## config.mk

```make
export PLATFORM = sky130hd
export DESIGN_NAME = lzss_ring_decompressor_top
export DESIGN_NICKNAME = d
export VERILOG_FILES = /design/src/rtl/lzss_pkg.sv /design/src/rtl/lzss_ring_decompressor_top.sv /design/src/rtl/lzss_ram.sv /design/src/rtl/lzss_ctrl.sv /design/src/rtl/lzss_dp.sv
export SDC_FILE = /design/constraint.sdc
export NUM_CORES = 2
export LEC_CHECK = 0
export ABC_CLOCK_PERIOD_IN_PS = 37600
export BUFFER_PORTS_ARGS = -buffer_cell sky130_fd_sc_hd__buf_2
export CORE_MARGIN = 5
export CORE_UTILIZATION = 38
export CTS_CLUSTER_DIAMETER = 50
export CTS_CLUSTER_SIZE = 14
export DETAILED_ROUTE_END_ITERATION = 16
export GPL_TIMING_DRIVEN = 0
export HOLD_SLACK_MARGIN = 0.15
export PLACE_DENSITY_LB_ADDON = 0.15
export SYNTH_ARGS = -nofsm -noshare
export SYNTH_HDL_FRONTEND = slang
export SYNTH_SLANG_ARGS = --single-unit
```

## constraint.sdc

```tcl
create_clock -name i_clk -period 37.6 [get_ports i_clk]
set_input_delay 3.76 -clock i_clk [delete_from_list [all_inputs] [get_ports i_clk]]
set_output_delay 3.76 -clock i_clk [all_outputs]
set_load 0.005 [all_outputs]
```

## src/rtl/lzss_pkg.sv

```systemverilog
`timescale 1ns / 1ps

package lzss_pkg;

    // Default window and length field sizes
    localparam int WINDOW_AW_DEF   = 8;
    localparam int MATCH_LEN_W_DEF = 4;

    // Token and stream constants
    localparam int MIN_MATCH      = 2;
    localparam int START_POSITION = 239;
    localparam int LITERAL_BITS   = 8;
    localparam int MAX_RESULTS    = 17;
    localparam int ACC_CAPACITY   = 64;
    localparam int HELD_W         = $clog2(ACC_CAPACITY + 1);
    localparam int COUNT_W        = $clog2(MAX_RESULTS + 1);
    localparam int OUT_LEN_W      = 32;

    // Commands from the controller to the datapath
    typedef struct packed {
        logic load;         // take the accepted byte into the bit buffer
        logic restart;      // restart the stream before the byte is taken
        logic lit_emit;     // decode a literal token and emit its byte
        logic match_parse;  // decode a match token into source and count
        logic copy_read;    // read the window at the copy source
        logic copy_emit;    // emit the byte read from the window
        logic flush_push;   // move the held byte to the output, marked last
        logic finish;       // close the step, drop a copy if stream is done
    } t_dp_cmd;

    // Status from the datapath to the controller
    typedef struct packed {
        logic done;          // produced count has reached output length
        logic copy_pending;  // copy bytes still to emit
        logic lit_ready;     // a whole literal token is buffered
        logic match_ready;   // a whole match token is buffered
        logic pend_valid;    // a byte of this step waits in the hold stage
        logic out_free;      // output register can take a byte this cycle
    } t_dp_stat;

endpackage

```

## src/rtl/lzss_ring_decompressor_top.sv

```systemverilog
`timescale 1ns / 1ps

// LZSS decompressor with a ring window of 2^WINDOW_AW bytes, written from
// position 239 after reset or a restart. One compressed byte is taken per
// transfer when the block is idle, its bits read most significant first; a
// set flag bit starts an 8-bit literal, a clear one a window position and a
// length (copy of length + 2 bytes). Output bytes pass a one-byte hold stage
// and a one-deep output register, tlast on the last byte caused by an input
// byte, tuser on a byte that reaches output_length. Each input byte is
// accepted, then each literal is emitted, each match token decoded, each
// copied byte read from the window and then emitted, and the step closes
// with a final scan and the flush; a match yields at most 17 bytes. Output
// stalls hold the emits and the flush. Each copied byte needs a registered
// window read before its emit. The window is not swept on restart: a fill
// count tracks the span written since, and other entries read as zero. Write
// output_length only while no input byte is in progress.

module lzss_ring_decompressor_top #(
    parameter int WINDOW_AW   = lzss_pkg::WINDOW_AW_DEF,
    parameter int MATCH_LEN_W = lzss_pkg::MATCH_LEN_W_DEF
) (
    input  logic                           i_clk,
    input  logic                           i_rst_n,
    // Configuration: output_length
    input  logic                           i_cfg_wr_en,
    input  logic [lzss_pkg::OUT_LEN_W-1:0] i_cfg_wr_data,
    // Compressed input
    input  logic                           s_axis_tvalid,
    output logic                           s_axis_tready,
    input  logic [7:0]                     s_axis_tdata,   // [7:0] compressed_byte
    input  logic                           s_axis_tuser,   // [0] new_stream
    // Decompressed output
    output logic                           m_axis_tvalid,
    input  logic                           m_axis_tready,
    output logic [7:0]                     m_axis_tdata,   // [7:0] out_byte
    output logic                           m_axis_tlast,   // last_of_run
    output logic                           m_axis_tuser    // [0] stream_done
);

    lzss_pkg::t_dp_cmd  w_cmd;
    lzss_pkg::t_dp_stat w_stat;

    // Step sequencing
    lzss_ctrl u_ctrl (
        .i_clk       (i_clk),
        .i_rst_n     (i_rst_n),
        .i_in_valid  (s_axis_tvalid),
        .i_in_restart(s_axis_tuser),
        .o_in_ready  (s_axis_tready),
        .i_stat      (w_stat),
        .o_cmd       (w_cmd)
    );

    // Bit buffer, window and output stage
    lzss_dp #(
        .WINDOW_AW  (WINDOW_AW),
        .MATCH_LEN_W(MATCH_LEN_W)
    ) u_dp (
        .i_clk        (i_clk),
        .i_rst_n      (i_rst_n),
        .i_in_byte    (s_axis_tdata),
        .i_cfg_wr_en  (i_cfg_wr_en),
        .i_cfg_wr_data(i_cfg_wr_data),
        .i_cmd        (w_cmd),
        .o_stat       (w_stat),
        .i_out_ready  (m_axis_tready),
        .o_out_valid  (m_axis_tvalid),
        .o_out_byte   (m_axis_tdata),
        .o_out_last   (m_axis_tlast),
        .o_out_done   (m_axis_tuser)
    );

endmodule

```

## src/rtl/lzss_ram.sv

```systemverilog
`timescale 1ns / 1ps

module lzss_ram #(
    parameter int WIDTH = 8,
    parameter int DEPTH = 256
) (
    input  logic                     i_clk,
    input  logic                     i_wr_en,
    input  logic [$clog2(DEPTH)-1:0] i_wr_addr,
    input  logic [WIDTH-1:0]         i_wr_data,
    input  logic                     i_rd_en,
    input  logic [$clog2(DEPTH)-1:0] i_rd_addr,
    output logic [WIDTH-1:0]         o_rd_data
);

    logic [WIDTH-1:0] r_mem [DEPTH];
    logic [WIDTH-1:0] r_rd_data;

    // Write port
    always_ff @(posedge i_clk) begin
        if (i_wr_en) begin
            r_mem[i_wr_addr] <= i_wr_data;
        end
    end

    // Registered read port
    always_ff @(posedge i_clk) begin
        if (i_rd_en) begin
            r_rd_data <= r_mem[i_rd_addr];
        end
    end

    assign o_rd_data = r_rd_data;

endmodule

```

## src/rtl/lzss_ctrl.sv

```systemverilog
`timescale 1ns / 1ps

module lzss_ctrl (
    input  logic               i_clk,
    input  logic               i_rst_n,
    input  logic               i_in_valid,
    input  logic               i_in_restart,
    output logic               o_in_ready,
    input  lzss_pkg::t_dp_stat i_stat,
    output lzss_pkg::t_dp_cmd  o_cmd
);

    localparam logic [1:0] S_IDLE  = 2'd0;
    localparam logic [1:0] S_SCAN  = 2'd1;
    localparam logic [1:0] S_COPY  = 2'd2;
    localparam logic [1:0] S_FLUSH = 2'd3;

    logic [1:0]                     r_state;
    logic [1:0]                     n_state;
    logic [lzss_pkg::COUNT_W-1:0]   r_count;
    logic [lzss_pkg::COUNT_W-1:0]   n_count;
    logic                           w_limit;
    logic                           w_slot;
    lzss_pkg::t_dp_cmd              w_cmd;

    assign w_limit = (r_count == lzss_pkg::COUNT_W'(lzss_pkg::MAX_RESULTS));
    // A new byte may replace the held one only if the held one can leave
    assign w_slot  = !i_stat.pend_valid || i_stat.out_free;

    // Sequence one input byte through decode, copy and flush
    always_comb begin
        n_state = r_state;
        n_count = r_count;
        w_cmd   = '0;
        unique case (r_state)
            S_IDLE: begin
                if (i_in_valid) begin
                    w_cmd.load    = 1'b1;
                    w_cmd.restart = i_in_restart;
                    n_count       = '0;
                    n_state       = S_SCAN;
                end
            end
            S_SCAN: begin
                if (i_stat.done || w_limit) begin
                    n_state = S_FLUSH;
                end else if (i_stat.copy_pending) begin
                    w_cmd.copy_read = 1'b1;
                    n_state         = S_COPY;
                end else if (i_stat.lit_ready) begin
                    if (w_slot) begin
                        w_cmd.lit_emit = 1'b1;
                        n_count        = r_count + 1'b1;
                    end
                end else if (i_stat.match_ready) begin
                    w_cmd.match_parse = 1'b1;
                end else begin
                    n_state = S_FLUSH;
                end
            end
            S_COPY: begin
                if (w_slot) begin
                    w_cmd.copy_emit = 1'b1;
                    n_count         = r_count + 1'b1;
                    n_state         = S_SCAN;
                end
            end
            S_FLUSH: begin
                if (!i_stat.pend_valid) begin
                    w_cmd.finish = 1'b1;
                    n_state      = S_IDLE;
                end else if (i_stat.out_free) begin
                    w_cmd.flush_push = 1'b1;
                    w_cmd.finish     = 1'b1;
                    n_state          = S_IDLE;
                end
            end
            default: begin
                n_state = S_IDLE;
            end
        endcase
    end

    // State and per-step result count
    always_ff @(posedge i_clk) begin
        if (!i_rst_n) begin
            r_state <= S_IDLE;
            r_count <= '0;
        end else begin
            r_state <= n_state;
            r_count <= n_count;
        end
    end

    assign o_in_ready = (r_state == S_IDLE);
    assign o_cmd      = w_cmd;

endmodule

```

## src/rtl/lzss_dp.sv

```systemverilog
`timescale 1ns / 1ps

module lzss_dp #(
    parameter int WINDOW_AW   = lzss_pkg::WINDOW_AW_DEF,
    parameter int MATCH_LEN_W = lzss_pkg::MATCH_LEN_W_DEF
) (
    input  logic                             i_clk,
    input  logic                             i_rst_n,
    input  logic [lzss_pkg::LITERAL_BITS-1:0] i_in_byte,
    input  logic                             i_cfg_wr_en,
    input  logic [lzss_pkg::OUT_LEN_W-1:0]   i_cfg_wr_data,
    input  lzss_pkg::t_dp_cmd                i_cmd,
    output lzss_pkg::t_dp_stat               o_stat,
    input  logic                             i_out_ready,
    output logic                             o_out_valid,
    output logic [lzss_pkg::LITERAL_BITS-1:0] o_out_byte,
    output logic                             o_out_last,
    output logic                             o_out_done
);

    localparam int LIT       = lzss_pkg::LITERAL_BITS;
    localparam int ACC       = lzss_pkg::ACC_CAPACITY;
    localparam int HW        = lzss_pkg::HELD_W;
    localparam int DEPTH     = 1 << WINDOW_AW;
    localparam int FILL_W    = WINDOW_AW + 1;
    localparam int LEN_W     = MATCH_LEN_W + 1;
    localparam int MATCH_TOK = 1 + WINDOW_AW + MATCH_LEN_W;
    localparam int LIT_TOK   = 1 + LIT;
    localparam int TOKW      = (MATCH_TOK > LIT_TOK) ? MATCH_TOK : LIT_TOK;
    localparam logic [WINDOW_AW-1:0] START_POS =
        WINDOW_AW'(lzss_pkg::START_POSITION % DEPTH);

    // Stream state
    logic [ACC-1:0]                  r_acc;
    logic [HW-1:0]                   r_held;
    logic [WINDOW_AW-1:0]            r_wp;
    logic [FILL_W-1:0]               r_fill;
    logic [lzss_pkg::OUT_LEN_W-1:0]  r_produced;
    logic [lzss_pkg::OUT_LEN_W-1:0]  r_out_len;
    logic [WINDOW_AW-1:0]            r_copy_src;
    logic [LEN_W-1:0]                r_copy_left;
    logic                            r_rd_ok;
    // Hold stage and output register
    logic                            r_pend_valid;
    logic [LIT-1:0]                  r_pend;
    logic                            r_pend_done;
    logic                            r_out_valid;
    logic [LIT-1:0]                  r_out_byte;
    logic                            r_out_last;
    logic                            r_out_done;

    logic [ACC-1:0]                  n_acc;
    logic [HW-1:0]                   n_held;
    logic [WINDOW_AW-1:0]            n_wp;
    logic [FILL_W-1:0]               n_fill;
    logic [lzss_pkg::OUT_LEN_W-1:0]  n_produced;
    logic [WINDOW_AW-1:0]            n_copy_src;
    logic [LEN_W-1:0]                n_copy_left;

    logic [ACC+TOKW-1:0]             w_ext;
    logic [TOKW-1:0]                 w_tok;
    logic                            w_flag;
    logic [LIT-1:0]                  w_lit;
    logic [WINDOW_AW-1:0]            w_pos;
    logic [MATCH_LEN_W-1:0]          w_len;
    logic                            w_done;
    logic                            w_emit;
    logic [LIT-1:0]                  w_emit_byte;
    logic [LIT-1:0]                  w_rd_data;
    logic [WINDOW_AW-1:0]            w_src_ofs;
    logic                            w_src_ok;
    logic                            w_push;
    logic                            w_out_free;
    logic [HW-1:0]                   w_base_held;
    logic [lzss_pkg::OUT_LEN_W-1:0]  w_produced_inc;

    // Top bits of the buffer, next token first
    assign w_ext  = {r_acc, {TOKW{1'b0}}};
    assign w_tok  = w_ext[r_held +: TOKW];
    assign w_flag = w_tok[TOKW-1];
    assign w_lit  = w_tok[TOKW-2 -: LIT];
    assign w_pos  = w_tok[TOKW-2 -: WINDOW_AW];
    assign w_len  = w_tok[TOKW-2-WINDOW_AW -: MATCH_LEN_W];

    assign w_done     = (r_produced >= r_out_len);
    assign w_out_free = !r_out_valid || i_out_ready;
    assign w_emit     = i_cmd.lit_emit || i_cmd.copy_emit;
    assign w_push     = (w_emit && r_pend_valid) || i_cmd.flush_push;

    // Entries outside the span written since restart read as zero
    assign w_src_ofs   = r_copy_src - START_POS;
    assign w_src_ok    = ({1'b0, w_src_ofs} < r_fill);
    assign w_emit_byte = i_cmd.lit_emit ? w_lit : (r_rd_ok ? w_rd_data : '0);

    assign w_produced_inc = r_produced + 1'b1;
    assign w_base_held    = i_cmd.restart ? '0 : r_held;

    // Window memory
    lzss_ram #(
        .WIDTH(LIT),
        .DEPTH(DEPTH)
    ) u_window (
        .i_clk    (i_clk),
        .i_wr_en  (w_emit),
        .i_wr_addr(r_wp),
        .i_wr_data(w_emit_byte),
        .i_rd_en  (i_cmd.copy_read),
        .i_rd_addr(r_copy_src),
        .o_rd_data(w_rd_data)
    );

    // Next stream state
    always_comb begin
        n_acc       = r_acc;
        n_held      = r_held;
        n_wp        = r_wp;
        n_fill      = r_fill;
        n_produced  = r_produced;
        n_copy_src  = r_copy_src;
        n_copy_left = r_copy_left;
        if (i_cmd.load) begin
            if (i_cmd.restart) begin
                n_wp        = START_POS;
                n_fill      = '0;
                n_produced  = '0;
                n_copy_src  = '0;
                n_copy_left = '0;
                n_held      = '0;
            end
            // Drop the byte when the buffer has no room
            if ({1'b0, w_base_held} + (HW+1)'(LIT) <= (HW+1)'(ACC)) begin
                n_acc  = {r_acc[ACC-LIT-1:0], i_in_byte};
                n_held = w_base_held + HW'(LIT);
            end
        end
        if (i_cmd.match_parse) begin
            n_held      = r_held - HW'(MATCH_TOK);
            n_copy_src  = w_pos;
            n_copy_left = LEN_W'(w_len) + LEN_W'(lzss_pkg::MIN_MATCH);
        end
        if (i_cmd.lit_emit) begin
            n_held = r_held - HW'(LIT_TOK);
        end
        if (i_cmd.copy_emit) begin
            n_copy_src  = r_copy_src + 1'b1;
            n_copy_left = r_copy_left - 1'b1;
        end
        if (w_emit) begin
            n_wp       = r_wp + 1'b1;
            n_produced = w_produced_inc;
            if (r_fill != FILL_W'(DEPTH)) begin
                n_fill = r_fill + 1'b1;
            end
        end
        if (i_cmd.finish && w_done) begin
            n_copy_left = '0;
        end
    end

    // Control state
    always_ff @(posedge i_clk) begin
        if (!i_rst_n) begin
            r_held       <= '0;
            r_wp         <= START_POS;
            r_fill       <= '0;
            r_produced   <= '0;
            r_out_len    <= '0;
            r_copy_src   <= '0;
            r_copy_left  <= '0;
            r_pend_valid <= 1'b0;
            r_out_valid  <= 1'b0;
        end else begin
            r_held      <= n_held;
            r_wp        <= n_wp;
            r_fill      <= n_fill;
            r_produced  <= n_produced;
            r_copy_src  <= n_copy_src;
            r_copy_left <= n_copy_left;
            if (i_cfg_wr_en) begin
                r_out_len <= i_cfg_wr_data;
            end
            // Hold stage: the newest byte waits until the step shows if it is last
            if (w_emit) begin
                r_pend_valid <= 1'b1;
            end else if (i_cmd.flush_push) begin
                r_pend_valid <= 1'b0;
            end
            // Output register
            if (w_push) begin
                r_out_valid <= 1'b1;
            end else if (i_out_ready) begin
                r_out_valid <= 1'b0;
            end
        end
    end

    // Payload registers
    always_ff @(posedge i_clk) begin
        r_acc <= n_acc;
        if (i_cmd.copy_read) begin
            r_rd_ok <= w_src_ok;
        end
        if (w_emit) begin
            r_pend      <= w_emit_byte;
            r_pend_done <= (w_produced_inc >= r_out_len);
        end
        if (w_push) begin
            r_out_byte <= r_pend;
            r_out_last <= i_cmd.flush_push;
            r_out_done <= r_pend_done;
        end
    end

    assign o_stat.done         = w_done;
    assign o_stat.copy_pending = (r_copy_left != '0);
    assign o_stat.lit_ready    = (r_held >= HW'(LIT_TOK)) && w_flag;
    assign o_stat.match_ready  = (r_held >= HW'(MATCH_TOK)) && !w_flag;
    assign o_stat.pend_valid   = r_pend_valid;
    assign o_stat.out_free     = w_out_free;

    assign o_out_valid = r_out_valid;
    assign o_out_byte  = r_out_byte;
    assign o_out_last  = r_out_last;
    assign o_out_done  = r_out_done;

    // Each emitted byte advances the produced count by one
    a_emit_count: assert property (@(posedge i_clk) disable iff (!i_rst_n)
        w_emit |=> (r_produced == $past(r_produced) + 1'b1))
        else $error("produced count out of step with emitted bytes");

    // No byte is emitted once the stream has reached its length
    a_no_emit_done: assert property (@(posedge i_clk) disable iff (!i_rst_n)
        w_emit |-> !w_done)
        else $error("byte emitted after stream done");

    // The written span never exceeds the window
    a_fill_range: assert property (@(posedge i_clk) disable iff (!i_rst_n)
        r_fill <= FILL_W'(DEPTH))
        else $error("window fill count beyond depth");

    // A byte moves to the output only when the output register frees up
    a_push_free: assert property (@(posedge i_clk) disable iff (!i_rst_n)
        w_push |-> w_out_free)
        else $error("output register overwritten while stalled");

    // A literal consumes its token bits exactly
    a_lit_bits: assert property (@(posedge i_clk) disable iff (!i_rst_n)
        i_cmd.lit_emit |=> (r_held == $past(r_held) - HW'(LIT_TOK)))
        else $error("literal did not consume its token bits");

endmodule
```

# Word-level counts from Yosys, hierarchy flattened
# Memory sizes are Yosys's and may differ from the RTL's. A register that Yosys moved wholly into a read port is not among the register bits.
# Index checks and enable logic that the tools add are counted.
# word_totals
register_bits,194
latch_bits,0
mem_bits_rw,2048
romBits,0
in_bits,46
out_inout_bits,12
wordCells,141
mem_count,1
# classes
add_sub_neg,12
multipliers,0
div_mod_pow,0
magnitude_cmp,6
eq_ne,13
shifts,1
mux,61
bitwise_logic,1
reduce_logical,28
# mem_list
memory,depth,word_bits,read_ports,rd_ports_with_merged_regs,wr,line_no,text
u_dp.u_window.r_mem,256,8,1,1,1,lzss_ram.sv:16,logic [WIDTH-1:0] r_mem [DEPTH];
# ops
op,count
2-to-1 mux 32 bit,3
variable part select 77 x 8 -> 13 bit,1
2-to-1 mux 8 bit,9
greater-or-equal comparator 32 bit,2
2-to-1 mux 5 bit,9
2-to-1 mux 9 bit,4
2-to-1 mux 7 bit,5
"adder 32 x 1 -> 32 bit, second input constant",1
2-to-1 mux 2 bit,13
"adder 8 x 1 -> 8 bit, second input constant",2
case mux 5 bit (3 select lines),1
"greater-or-equal comparator 7 x 4 -> 1 bit, second input constant",2
2-to-1 mux 1 bit,14
"subtractor 7 x 4 -> 7 bit, second input constant",2
nonzero test 3 bit,4
AND reduction 5 bit,2
"adder 9 x 1 -> 9 bit, second input constant",1
< comparator 8 x 9 -> 1 bit,1
"!= test 9 bit, second input constant",1
"adder 7 x 4 -> 8 bit, second input constant",1
"less-or-equal comparator 8 x 7 -> 1 bit, second input constant",1
"!= test 4 x 3 -> 1 bit, second input constant",2
case mux 2 bit (4 select lines),1
nonzero test 2 bit,4
20 further kinds,36

# Longest topological paths before layout
# logic_depth
ltp_word,12
depth_mapped,17
mapped_depth_nobuf,16

# Hierarchy
# A second synthesis with hierarchy kept.
# hier_totals
hier_cells,5125
area_unflattened_um2,93683.6
# by_module_without_submodules
mod,n_inst,cells_each,area_each_um2,seq_area_each_um2
lzss_ram,1,3733,79636.4,61739.2
lzss_dp,1,1322,13446.6,4584.4
lzss_ctrl,1,70,600.6,140.1

# Worst setup path before layout
# OpenSTA, ideal clock, no wires.
# synth_path
kind,in2reg
from,in m_axis_tready
to,reg u_dp.r_pend[7] (data pin)
setup_time_ns,2.195
t_arrival_ns,14.645
t_required_ns,35.405
setup_slack_ns,20.760
cell_stages,6
path_buffers,2
path_cell_list,nand2b_1 or2_2 clkbuf_1 nand4_1 clkbuf_1 o21ai_0
# synth_between
elab_chain_len,8
# synth_lines
element,line_no,text
"start, declared",lzss_ring_decompressor_top.sv:34,"input logic m_axis_tready,"
logical OR 1 bit,lzss_dp.sv:86,assign w_out_free = !r_out_valid || i_out_ready;
logical OR 1 bit,lzss_ctrl.sv:28,assign w_slot = !i_stat.pend_valid || i_stat.out_free;
2-to-1 mux 1 bit,lzss_ctrl.sv:51,if (w_slot) begin
2-to-1 mux 1 bit,lzss_ctrl.sv:50,end else if (i_stat.lit_ready) begin
2-to-1 mux 2 bit,lzss_ctrl.sv:47,end else if (i_stat.copy_pending) begin
2-to-1 mux 3 bit,lzss_ctrl.sv:45,if (i_stat.done || w_limit) begin
2-to-1 mux 3 bit,lzss_ctrl.sv:35,unique case (r_state)
2-to-1 mux 8 bit,lzss_dp.sv:93,assign w_emit_byte = i_cmd.lit_emit ? w_lit : (r_rd_ok ? w_rd_data : '0);
via u_dp.u_window.i_wr_data[7],lzss_ram.sv:10,"input logic [WIDTH-1:0] i_wr_data,"
"end signal, assigned",lzss_dp.sv:204,r_pend <= w_emit_byte;
"end, declared",lzss_dp.sv:45,logic [LIT-1:0] r_pend;
# The timed path passes the listed nets, and every way through them passes these cells.
# A chain may end at the register's enable or synchronous reset.

# Worst setup path in the final report
# layout_path
from,in s_axis_tuser
to,reg u_dp.r_acc[39] (enable)
# layout_between
elab_chain_len,6
# layout_lines
element,line_no,text
"start, declared",lzss_ring_decompressor_top.sv:31,"input logic s_axis_tuser,"
2-to-1 mux 2 bit,lzss_ctrl.sv:37,if (i_in_valid) begin
2-to-1 mux 2 bit,lzss_ctrl.sv:35,
2-to-1 mux 7 bit,lzss_dp.sv:96,assign w_base_held = i_cmd.restart ? '0 : r_held;
adder 7 x 4 -> 8 bit,lzss_dp.sv:131,"if ({1'b0, w_base_held} + (HW+1)'(LIT) <= (HW+1)'(ACC)) begin"
less-or-equal comparator 8 x 7 -> 1 bit,lzss_dp.sv:131,
AND reduction 2 bit (no line),-,
"end signal, assigned",lzss_dp.sv:199,r_acc <= n_acc;
"end, declared",lzss_dp.sv:34,logic [ACC-1:0] r_acc;
# No other way between the ends.

==> flow_metrics.tcl <==
set metrics [dict create \
    outcome "finished, violations left" \
    failed_checks "max-capacitance violations, max-slew violations" \
    endpoint_kind "flip-flop" \
    path_max_fanout 35 \
    vias_per_cell 5.75 \
    cts_tree "done" \
    ys.flop_type "edfxtp_1" \
    core_um2 243000 \
    wl_per_cell_um 32.1 \
    drv_slew 11 \
    drive_gt1_share_pct 26.8 \
    rsz0062_at_grt "false" \
    vdd_drop_max_uv 52.6 \
    cp-startpoint "s_axis_tuser" \
    synth_seq_cells 2250 \
    grt_pass1_vias 48706 \
    port_buffers 55 \
    ys_seq_area_share_pct 71.5 \
    row_count 181 \
    antenna_found_initial 11 \
    synth_area_per_cell_um2 20.0 \
    cts_made_buffers 238 \
    r2r_slack_ns 31.61 \
    tightest_slew_ns 1.55 \
    antenna_left 0 \
    synth_cell_type_count 74 \
    grtUsageTotal_pct 20.9 \
    reg2reg_to "u_dp.u_window.o_rd_data[0]$_DFFE_PP_" \
    synthCells 4656 \
    gp_congestion 0.887 \
    postCtsSetupBuffers 0 \
    async_flop_share_pct 0 \
    cap_viol_max_count 1 \
    reg2reg_depth 8 \
    crit_end "u_dp.r_acc[39]$_DFFE_PP_" \
    setup_tns_ns 0 \
    cts-resized-gates 0 \
    wirelength_um 270000 \
    clock_sinks 2250 \
    worstReg2RegStart "u_dp.r_copy_src[0]$_SDFFE_PN0P_" \
    vias 48403 \
    yosysWarnings 0 \
    startpoint_type "input port" \
    grt_overflow_total 0 \
    synth_area_um2 92900 \
    die_y_um 504 \
    hold_path_class "reg2reg" \
    syn2layout_area_growth_pct 14.8 \
    period_share_pct 18.3 \
    syn_nets 4792 \
    grt_pass1_wl_um 381000 \
    hold_violations 0 \
    clock.fmax_mhz 145 \
    finClkSkew_ns 0.0597 \
    ctsHoldBuffers 0 \
    clk_pin_slew_ns 0.06 \
    die_w_um 504 \
    fin_crit_ns 6.89 \
    clock_latency_ns 0.89 \
    worstPathArrival_ns 7.42 \
    cts_root_buf "clkbuf_16" \
    htree_levels 4 \
    die_area_um2 255000 \
    drc 0 \
    fin_nets 5160 \
    critPathKind "in2reg" \
    grt_max_degree 41 \
    worst_hold_slack_ns 0.439 \
    initial_core_util_pct 38.2 \
    worstPathRequired_ns 38.13 \
    setup_viol 0 \
    drtIter0Drc 5256 \
    leakage_uw 0.0327 \
    power_density_nw_per_um2 66.6 \
    ioPinCount 58 \
    relSlewSlack_pct -3.02 \
    firstDrtPassIters 5 \
    fillers 20927 \
    cts_buffer_depth 3 \
    dp_hpwl_um 188000 \
    synth_edf_count 2140 \
]
[per-layer routing]
layer	track usage, %	share of wire [%]	vias to the layer above	routed length (um)
li1	-	-	20057	-
met2	34.1	49	1686	131000
met5	0	0	-	0
met4	5.41	2.8	0	7610
met1	29.4	43	26279	115000
met3	3.35	6.0	381	16100
[layout make-up]
cell class / instances / area, um^2 / share of cell area, %
antenna: 13 / 32.5 / 0.0305
multi-input combinational: 2043 / 25100 / 23.5
inverter: 65 / 244 / 0.229
buffer: 298 / 1230 / 1.16
clock inverter: 165 / 1590 / 1.49
sequential: 2250 / 66500 / 62.3
timing repair buffer: 128 / 1920 / 1.80
clock buffer: 254 / 6040 / 5.66
tap: 3202 / 4010 / 3.76
[layout by cell type, fill, tap and decap left out, drive strengths merged, types with 64 or more instances in the layout]
cell	count
inv	111
clkinv	78
clkbuf	428
mux2i	64
o21ai	68
nor2	373
mux4	773
a21oi	95
edfxtp	2140
ha	90
buf	252
nand2	146
dfxtp	110
nand3	86
[report_power, final]
group	switching (uW)	leakage [uW]	internal, uW
Sequential	53.3	0.0205	2990
Combinational	1080	0.00854	670
Clock	1040	0.00368	1270
[cell families (layout without fill, tap and decap cells)]
family | after synthesis | in the layout | share of synthesized area [%]
buffers and inverters | 363 | 910 | 1.56
and+or+nand+nor | 783 | 783 | 3.86
DFF | 2250 | 2250 | 71.5
other | 0 | 13 | 0
AOI/OAI and AO/OA | 279 | 279 | 1.86
adders and majority gates | 90 | 90 | 1.21
xor gates and xnor gates | 41 | 41 | 0.386
muxes | 850 | 850 | 19.6
[state kept, by name, indices dropped and copies added, names as in the netlist, 2 cells and up]
signal,flops
u_dp.r_acc,64
u_dp.u_window.r_mem,2048
u_dp.r_copy_src,8
u_dp.r_wp,8
u_dp.o_out_byte,8
u_dp.r_copy_left,5
u_dp.r_out_len,32
u_dp.r_produced,32
u_dp.u_window.o_rd_data,8
u_ctrl.r_count,5
u_dp.r_pend,8
u_dp.r_held,7
u_ctrl.r_state,2
u_dp.r_fill,9
[Yosys cell counts (15+ instances only)]
cell type     n  area [um^2]
edfxtp_1   2140        64300
mux4_2      773        17400
nor2_1      373         1400
clkbuf_1    174          653
nand2_1     146          548
dfxtp_1     110         2200
a21oi_1      95          475
ha_1         90         1130
nand3_1      82          410
buf_1        71          267
o21ai_0      67          335
mux2i_1      64          641
inv_1        61          229
buf_2        46          230
nand4_1      39          244
xnor2_1      24          210
and3_1       23          144
a31oi_1      19          119
nor3_1       18         90.1
xor2_1       17          149
nand2b_1     16          100
or3_1        15         93.8
[worst max-delay path, cell delays in order]
cell and delay (ns):
buf_2 0.19, and3_1 0.33, clkbuf_1 0.53, nor2_1 0.10, ha_1 0.35, nor4_1 0.53
nand2b_1 0.13, a21oi_1 0.20, a2111oi_1 0.15, nor2_4 0.80, buf_12 0.30
[through the flow]
stage               utilization [%]  worst slack, ns  cell area [um^2]  std cells  total power, uW
floorplan                         -            20.76             92900       4656             4190
detailed placement             40.7            29.94             99000       7986             4860
CTS                            43.8            30.85            107000       8405             7160
finish                         43.8            30.71            107000       8418             7100
global route                   43.8            30.59            107000       8408             7340
global placement               40.0             4.55             97200       7913             5100
[worst min path at each step]
stage,slack (ns),cells after the start,to,startpoint
2_1_floorplan,0.40,0,u_dp.o_out_byte[0]$_DFFE_PP_,u_dp.r_pend[0]$_DFFE_PP_
3_3_place_gp,0.42,0,u_dp.o_out_byte[5]$_DFFE_PP_,u_dp.r_pend[5]$_DFFE_PP_
3_5_place_dp,0.43,0,u_dp.o_out_byte[2]$_DFFE_PP_,u_dp.r_pend[2]$_DFFE_PP_
4_1_cts,0.45,0,u_dp.o_out_byte[2]$_DFFE_PP_,u_dp.r_pend[2]$_DFFE_PP_
5_1_grt,0.46,0,u_dp.o_out_byte[2]$_DFFE_PP_,u_dp.r_pend[2]$_DFFE_PP_
6_report,0.44,0,u_dp.o_out_byte[2]$_DFFE_PP_,u_dp.r_pend[2]$_DFFE_PP_
(Power assumes the default switching activity.)
